File: src/rtl/sts_pkg.sv
`timescale 1ns / 1ps
// Shared types, constants and small lookup functions for the sphere
// triangle subdivider. No dependencies.
package sts_pkg;

  // Coordinate format: signed, COORD_BITS wide, COORD_BITS-2 fraction bits
  localparam int COORD_BITS      = 16;
  localparam int MAX_LEVELS_DEF  = 4;
  localparam int LEVEL_W         = 3;
  localparam int SLOTS           = 6;

  typedef logic [COORD_BITS-1:0]        coord_t;
  typedef logic [2:0][COORD_BITS-1:0]   vertex_t;
  typedef logic [LEVEL_W-1:0]           level_t;

  // Top level sequencer
  typedef enum logic [3:0] {
    T_IDLE, T_LOAD, T_NODE, T_MRDP, T_MRDQ, T_MSUM, T_NORM,
    T_CPRD, T_CPWR, T_ERD, T_ECAP, T_OUT, T_UP, T_UP2
  } tri_state_t;

  // Normalizer sequencer
  typedef enum logic [3:0] {
    N_IDLE, N_SQ, N_ACC, N_CHK, N_X2, N_X2C, N_DD, N_DS, N_CMP, N_PUT, N_DONE
  } norm_state_t;

  // Handshake between sequencer and normalizer
  typedef struct packed {
    logic    start;
    vertex_t vin;
  } norm_req_t;

  typedef struct packed {
    logic    done;
    vertex_t vout;
  } norm_rsp_t;

  // Slot of the parent that feeds corner i of child c
  function automatic logic [2:0] child_pick(input logic [1:0] c, input logic [1:0] i);
    logic [2:0] s;
    s = 3'd0;
    case ({c, i})
      4'b00_00: s = 3'd0;
      4'b00_01: s = 3'd4;
      4'b00_10: s = 3'd3;
      4'b01_00: s = 3'd4;
      4'b01_01: s = 3'd1;
      4'b01_10: s = 3'd5;
      4'b10_00: s = 3'd3;
      4'b10_01: s = 3'd4;
      4'b10_10: s = 3'd5;
      4'b11_00: s = 3'd3;
      4'b11_01: s = 3'd5;
      4'b11_10: s = 3'd2;
      default:  s = 3'd0;
    endcase
    return s;
  endfunction

  // Edge endpoints: a = (0,2), b = (0,1), c = (1,2)
  function automatic logic [2:0] mid_p(input logic [1:0] mi);
    logic [2:0] s;
    s = (mi == 2'd2) ? 3'd1 : 3'd0;
    return s;
  endfunction

  function automatic logic [2:0] mid_q(input logic [1:0] mi);
    logic [2:0] s;
    s = (mi == 2'd1) ? 3'd1 : 3'd2;
    return s;
  endfunction

  // Midpoint, rounded toward minus infinity
  function automatic vertex_t mid_of(input vertex_t p, input vertex_t q);
    vertex_t               m;
    logic [COORD_BITS:0]   sum;
    for (int j = 0; j < 3; j++) begin
      sum  = {p[j][COORD_BITS-1], p[j]} + {q[j][COORD_BITS-1], q[j]};
      m[j] = sum[COORD_BITS:1];
    end
    return m;
  endfunction

endpackage

File: src/rtl/sts_norm.sv
`timescale 1ns / 1ps
// Midpoint projection onto the unit sphere, one result bit per two passes
// through a shared 32x32 multiplier. Depends on sts_pkg.
module sts_norm (
  input  logic                clk,
  input  logic                rst_n,
  input  sts_pkg::norm_req_t  req,
  output sts_pkg::norm_rsp_t  rsp
);
  localparam int CB = sts_pkg::COORD_BITS;
  localparam int NB = CB - 1;
  localparam int BW = $clog2(NB);
  localparam int MW = 2 * CB;
  localparam int PW = 4 * CB;

  sts_pkg::norm_state_t state_r, state_nxt;
  sts_pkg::vertex_t     m_r, m_nxt, v_r, v_nxt;
  logic [MW-1:0]        s_r, s_nxt, x2_r, x2_nxt;
  logic [NB-1:0]        n_r, n_nxt;
  logic [BW-1:0]        b_r, b_nxt;
  logic [1:0]           j_r, j_nxt;
  logic [PW-1:0]        prod_r;
  logic [MW-1:0]        mul_a, mul_b;
  logic [CB-1:0]        mag, dval, nq;
  logic [NB-1:0]        trial;
  logic [PW-1:0]        rhs;

  // Operand shaping
  always_comb begin
    mag   = m_r[j_r][CB-1] ? (~m_r[j_r] + CB'(1)) : m_r[j_r];
    trial = n_r | (NB'(1) << b_r);
    dval  = {trial, 1'b0} - CB'(1);
    rhs   = PW'({x2_r, {(MW-2){1'b0}}});
    nq    = {1'b0, n_r};
  end

  // Shared multiplier, product registered
  always_ff @(posedge clk) begin
    prod_r <= mul_a * mul_b;
  end

  // Sequencer
  always_comb begin
    state_nxt = state_r;
    m_nxt     = m_r;
    v_nxt     = v_r;
    s_nxt     = s_r;
    x2_nxt    = x2_r;
    n_nxt     = n_r;
    b_nxt     = b_r;
    j_nxt     = j_r;
    mul_a     = MW'(mag);
    mul_b     = MW'(mag);
    rsp.done  = 1'b0;
    rsp.vout  = v_r;
    unique case (state_r)
      sts_pkg::N_IDLE: begin
        if (req.start) begin
          m_nxt     = req.vin;
          v_nxt     = req.vin;
          s_nxt     = '0;
          j_nxt     = 2'd0;
          state_nxt = sts_pkg::N_SQ;
        end
      end
      sts_pkg::N_SQ: state_nxt = sts_pkg::N_ACC;
      sts_pkg::N_ACC: begin
        s_nxt = s_r + prod_r[MW-1:0];
        if (j_r == 2'd2) begin
          j_nxt     = 2'd0;
          state_nxt = sts_pkg::N_CHK;
        end else begin
          j_nxt     = j_r + 2'd1;
          state_nxt = sts_pkg::N_SQ;
        end
      end
      // zero-length midpoint stays as it is
      sts_pkg::N_CHK: state_nxt = (s_r == '0) ? sts_pkg::N_DONE : sts_pkg::N_X2;
      sts_pkg::N_X2:  state_nxt = sts_pkg::N_X2C;
      sts_pkg::N_X2C: begin
        x2_nxt    = prod_r[MW-1:0];
        n_nxt     = '0;
        b_nxt     = BW'(NB - 1);
        state_nxt = sts_pkg::N_DD;
      end
      sts_pkg::N_DD: begin
        mul_a     = MW'(dval);
        mul_b     = MW'(dval);
        state_nxt = sts_pkg::N_DS;
      end
      sts_pkg::N_DS: begin
        mul_a     = prod_r[MW-1:0];
        mul_b     = s_r;
        state_nxt = sts_pkg::N_CMP;
      end
      // keep the bit while (2n-1)^2 * S <= x^2 * 2^(2CB-2)
      sts_pkg::N_CMP: begin
        if (prod_r <= rhs) n_nxt = trial;
        if (b_r == '0) state_nxt = sts_pkg::N_PUT;
        else begin
          b_nxt     = b_r - BW'(1);
          state_nxt = sts_pkg::N_DD;
        end
      end
      sts_pkg::N_PUT: begin
        v_nxt[j_r] = m_r[j_r][CB-1] ? (~nq + CB'(1)) : nq;
        if (j_r == 2'd2) state_nxt = sts_pkg::N_DONE;
        else begin
          j_nxt     = j_r + 2'd1;
          state_nxt = sts_pkg::N_X2;
        end
      end
      sts_pkg::N_DONE: begin
        rsp.done  = 1'b1;
        state_nxt = sts_pkg::N_IDLE;
      end
      default: state_nxt = sts_pkg::N_IDLE;
    endcase
  end

  always_ff @(posedge clk) begin
    if (!rst_n) state_r <= sts_pkg::N_IDLE;
    else        state_r <= state_nxt;
  end

  always_ff @(posedge clk) begin
    m_r  <= m_nxt;
    v_r  <= v_nxt;
    s_r  <= s_nxt;
    x2_r <= x2_nxt;
    n_r  <= n_nxt;
    b_r  <= b_nxt;
    j_r  <= j_nxt;
  end

endmodule

File: config.mk
export PLATFORM = sky130hd
export DESIGN_NAME = sts_norm
export DESIGN_NICKNAME = d
export VERILOG_FILES = /design/src/rtl/sts_pkg.sv /design/src/rtl/sts_norm.sv
export SDC_FILE = /design/constraint.sdc
export NUM_CORES = 2
export LEC_CHECK = 0
export BUFFER_PORTS_ARGS = -buffer_cell sky130_fd_sc_hd__buf_2
export CORE_ASPECT_RATIO = 1.2
export CORE_MARGIN = 5
export CORE_UTILIZATION = 63
export DETAILED_ROUTE_END_ITERATION = 8
export PLACE_DENSITY = 0.85
export SLEW_MARGIN = 30
export SYNTH_ARGS = -nofsm -noshare
export SYNTH_HDL_FRONTEND = slang
export SYNTH_SLANG_ARGS = --single-unit
File: constraint.sdc
create_clock -name clk -period 18.42 [get_ports clk]
set_input_delay 0 -clock clk [delete_from_list [all_inputs] [get_ports clk]]
set_output_delay 0 -clock clk [all_outputs]
set_load 0.05 [all_outputs]
=== Word level (Yosys, flattened, before mapping) ===
Index checks and enable logic that the tools add are counted.

* Bits in registers: 249
* Bits of input ports: 51
* Output and inout bits: 49
* Word-level logic and storage cells: 84

* Add/sub/neg operators: 6
* Magnitude comparators: 3
* $mul: 1
* Muxes and demuxes: 28
* Equal/unequal tests: 15
* Reduce and logical (&&, ||, !) cells: 14
* Shift operators: 1
* Bitwise operators: 3

{| class="wikitable"
|+ Operators with widths
! kind !! number
|-
| case mux 32 bit (2 select lines) || 3
|-
| case mux 48 bit (2 select lines) || 1
|-
| less-or-equal comparator 64 x 62 -> 1 bit || 1
|-
| multiplier 32 x 32 -> 64 bit || 1
|-
| 2-to-1 mux 16 bit || 4
|-
| bitwise mux 48 bit || 1
|-
| 2-to-1 mux 48 bit || 1
|-
| case mux 4 bit (10 select lines) || 1
|-
| adder 16 x 1 -> 16 bit, second input constant || 2
|-
| adder 32 bit || 1
|-
| binary-select mux 16 bit (select 2 bit) || 1
|-
| demux 16 bit (select 2 bit) || 1
|-
| zero test 32 bit || 1
|-
| 2-to-1 mux 32 bit || 1
|-
| case mux 15 bit (2 select lines) || 1
|-
| 2-to-1 mux 4 bit || 5
|-
| == test 4 x 3 -> 1 bit, second input constant || 4
|-
| NOT 15 -> 16 bit || 1
|-
| NOT 16 bit || 1
|-
| subtractor 16 x 1 -> 16 bit, second input constant || 1
|-
| 2-to-1 mux 15 bit || 1
|-
| OR 15 bit || 1
|-
| << shifter 1 x 4 -> 15 bit, first input constant || 1
|-
| == test 4 bit, second input constant || 3
|-
| other kinds (18) || 32
|}

=== Depth between registers and ports, before layout ===
* Depth after elaboration: 7
* Depth in mapped cells: 43
* Gate-level depth less buffers: 42

=== Worst setup path before layout ===
OpenSTA, ideal clock, no wires.

* Kind: register to register
* From: reg b_r[0]
* To: reg prod_r[62]
* Path buffers: 2
* Required time: 18.348 ns
* Setup time: 0.072 ns
* Stages on the path, launching flop included: 42
* Setup slack: 8.251 ns
* Arrival: 10.097 ns
* Period minus slack after synthesis: 10.169 ns
* Cell sequence: edfxtp_1 -> inv_1 -> ha_1 -> and2_1 -> nor2_1 -> ha_1 -> inv_1 -> a211oi_2 -> nand4_2 -> a2111oi_4 -> and3_1 -> nand3_2 -> xnor2_2 -> o211ai_1 -> and2_1 -> buf_2 -> nand2_1 -> fa_1 -> (+6 left out) -> inv_1 -> fa_1 -> inv_1 -> fa_1 -> fa_1 -> fa_1 -> ha_1 -> clkbuf_2 -> nand4_2 -> or4_4 -> nor4_2 -> o311ai_1 -> nor3b_4 -> o31ai_4 -> a211oi_1 -> o31a_1 -> o21ai_2 -> xor2_1

* Word-level cells in the longest chain between the ends: 5
* Elaborated cells between the ends (all ways): 6
* Classes of those cells: add/sub (1); mul (1); shift (1); mux (2); bitwise (1)

{| class="wikitable"
|+ Ends and longest elaborated chain
! element !! line !! RTL
|-
| start: declaration || sts_norm.sv:20 || <nowiki>logic [BW-1:0] b_r, b_nxt;</nowiki>
|-
| start signal: assignment || sts_norm.sv:132 || <nowiki>b_r <= b_nxt;</nowiki>
|-
| << shifter 1 x 4 -> 15 bit (*) || sts_norm.sv:31 || <nowiki>trial = n_r | (NB'(1) << b_r);</nowiki>
|-
| OR 15 bit (*) || sts_norm.sv:31 ||
|-
| subtractor 16 x 1 -> 16 bit (*) || sts_norm.sv:32 || <nowiki>dval = {trial, 1'b0} - CB'(1);</nowiki>
|-
| case mux 32 bit (2 select lines) || sts_norm.sv:56 || <nowiki>unique case (state_r)</nowiki>
|-
| multiplier 32 x 32 -> 64 bit (*) || sts_norm.sv:39 || <nowiki>prod_r <= mul_a * mul_b;</nowiki>
|-
| end signal: assignment || sts_norm.sv:39 ||
|-
| end: declaration || sts_norm.sv:22 || <nowiki>logic [PW-1:0] prod_r;</nowiki>
|}

Mark *: on every way between the ends. The rest lies on a longest branch, timed or not.
A chain may end at the register's enable or synchronous reset.

=== Worst setup path after layout ===
* From: reg b_r[0]
* To: reg prod_r[60]

The elaborated chain is that of the path after synthesis.

==> impl_metrics.env <==
export IMPL_finalCritPeriodShare=0.644
export IMPL_synth_warnings=0
export IMPL_viasPerCell=6.17
export IMPL_violations="DRC"
export IMPL_setup_violations=0
export IMPL_layout_drive_gt1_share=0.0610
export IMPL_overflow=0
export IMPL_synth_area_um2=45600
export IMPL_grt_pass1_wl_mm=221
export IMPL_antenna_found_initial=5
export IMPL_die_w_um=256
export IMPL_maxSlewHeadroom=0.264
export IMPL_ys_seq_area_frac=0.149
export IMPL_clock_latency_ns=0.57
export IMPL_synth_seq_cells=249
export IMPL_io_pins=100
export IMPL_grt_max_degree=104
export IMPL_dp_hpwl_mm=111
export IMPL_core_area_um2=72000
export IMPL_finalHoldViolCount=0
export IMPL_crit_path_max_incr_delay_ns=0.78
export IMPL_layout_common_cells="inv_1 (1016), fa_1 (897), nand2_1 (747), nor2_1 (502), ha_1 (339)"
export IMPL_cp_slowest_cell="and2_1"
export IMPL_finalSetupTns_ns=0
export IMPL_layout_commonest_cell="inv_1"
export IMPL_skew_ns=0.0202
export IMPL_detail_route_wl_per_cell_um=24.0
export IMPL_area_delta_synth_final_pct=5.23
export IMPL_crit_type="flop to flop"
export IMPL_end_kind="flop"
export IMPL_ys_flop_type="edfxtp_1"
export IMPL_holdBufCountCts=50
export IMPL_cts_buffer_depth=3
export IMPL_port_buffers=99
export IMPL_track_usage=0.367
export IMPL_cts_buffers=24
export IMPL_path_max_fanout=13
export IMPL_htree_levels=1
export IMPL_cpMostUsedCell="fa_1"
export IMPL_clk_pin_slew_worst_paths_ns=0.07
export IMPL_nets=6303
export IMPL_async_flop_share=0
export IMPL_first_iter_violations=3739
export IMPL_synth_edff_count=181
export IMPL_cts_tree="yes"
export IMPL_cts_resized=0
export IMPL_clock_sinks=249
export IMPL_maxCapViolCount=0
export IMPL_avgSynthCellArea_um2=9.09
export IMPL_cts_root_buf="clkbuf_16"
export IMPL_yosysUniqueCellTypes=98
export IMPL_antenna_left=0
export IMPL_die_h_um=305
export IMPL_hold_path_class="input port to flop"
export IMPL_syn_nets=6305
export IMPL_synth_cells=5018
export IMPL_cts_setup_buffers=0
export IMPL_min_period_ns=11.87
export IMPL_worstSetupStartpointType="flop"
export IMPL_die_area_um2=77900
export IMPL_drv_slew=0
export IMPL_grt_pass1_vias=39468
export IMPL_rows=108
export IMPL_wirelength_mm=144
export IMPL_max_freq_ghz=0.0843
export IMPL_first_pass_iters=8
export IMPL_drc=2
export IMPL_start_util=0.633
export IMPL_outcome="finished with violations"
export IMPL_worstPathArrival_ns=12.35
export IMPL_vias=36840
export IMPL_rsz0062_at_grt="false"
export IMPL_tightestPinTransition_ns=1.10
export IMPL_worstPathRequired_ns=18.91
export IMPL_gp_congestion=1.05
-- cell families (layout without fill, tap and decap cells) --
| kind of cell | Yosys count | after routing | synth area share |
|---|---|---|---|
| AND/OR/NAND/NOR | 1599 | 1599 | 0.151 |
| buffers and inverters | 1284 | 1299 | 0.113 |
| adder cells (fa/ha/maj) | 1236 | 1236 | 0.487 |
| AO/OA/AOI/OAI | 505 | 505 | 0.0716 |
| flip-flops | 249 | 249 | 0.149 |
| XOR/XNOR | 126 | 126 | 0.0244 |
| multiplexers | 19 | 19 | 0.00417 |
| other | 0 | 7 | 0 |
-- synthesized netlist by cell type, types with 8 or more instances --
cell type,number,area (um^2)
a31oi_1,19,119
nor2_1,505,1900
buf_2,36,180
nor3_1,25,125
nand3_1,23,115
nor2b_1,19,119
nand4_1,30,188
clkbuf_1,188,706
mux2i_1,19,190
o21bai_1,16,120
a211oi_1,13,97.6
ha_1,339,4240
dfxtp_1,68,1360
xor2_1,55,482
and2_1,53,332
nand2b_1,10,62.6
nand2_1,748,2810
buf_4,10,75.1
nand2_2,21,131
fa_1,897,18000
xnor2_1,70,613
a21o_1,83,623
edfxtp_1,181,5440
o21ai_0,118,591
and3_1,102,638
a21oi_1,144,721
o31ai_1,9,67.6
nor4_1,16,100
inv_1,1017,3820
o211ai_1,8,60.1
-- stage by stage --
stage	cells	area (um^2)	util	setup slack, ns	hold slack [ns]
after floorplan	5018	45600	-	8.25	0.0989
after global placement	5874	46600	0.647	7.02	0.192
after detailed placement	5875	46700	0.648	6.82	0.192
after CTS	5968	48000	0.666	6.71	0.0971
after global routing	5970	48000	0.666	6.20	0.154
final	5975	48000	0.667	6.55	0.153
-- critical path: cells and delay by family, from the launching register on --
| family | cells | cell delay [ns] |
|---|---|---|
| compound gates | 8 | 2.31 |
| xor+xnor | 2 | 0.38 |
| fa+ha+maj | 11 | 5.05 |
| buf+inv | 7 | 0.48 |
| flops | 1 | 0.43 |
| simple gates | 11 | 3.11 |
-- per-layer routing --
| metal | GRT usage | wire length [um] |
|---|---|---|
| met1 | 0.426 | 46900 |
| met2 | 0.590 | 65200 |
| met3 | 0.0964 | 17000 |
| met4 | 0.271 | 14500 |
| met5 | 0 | 12 |
-- worst paths after layout --
path               from         end  slack (ns)  cells past startpoint
max              b_r[0]  prod_r[60]        6.55                     39
min             req[48]      j_r[0]        0.15                      4
max reg2reg      b_r[0]  prod_r[60]        6.55                     39
min reg2reg  prod_r[11]    x2_r[11]        0.57                      0
-- area by class of cell --
class                           count  area (um^2)
Tap cell                          935         1170
Antenna cell                        7         17.5
Sequential cell                   249         6800
Clock buffer                       27          633
Fill cell                        5469        24000
Clock inverter                     16          169
Timing Repair Buffer              237         1660
Inverter                         1019         3830
Multi-Input combinational cell   3485        33700
-- sequential cells by signal (all words and copies together) (netlist names), 4 cells and up --
name	flops
m_r	48
state_r	4
s_r	32
prod_r	64
n_r	15
rsp	48
b_r	4
x2_r	32
Power is not shown: default switching activity piles up to over one toggle a cycle in this logic, so the estimate is an artifact.
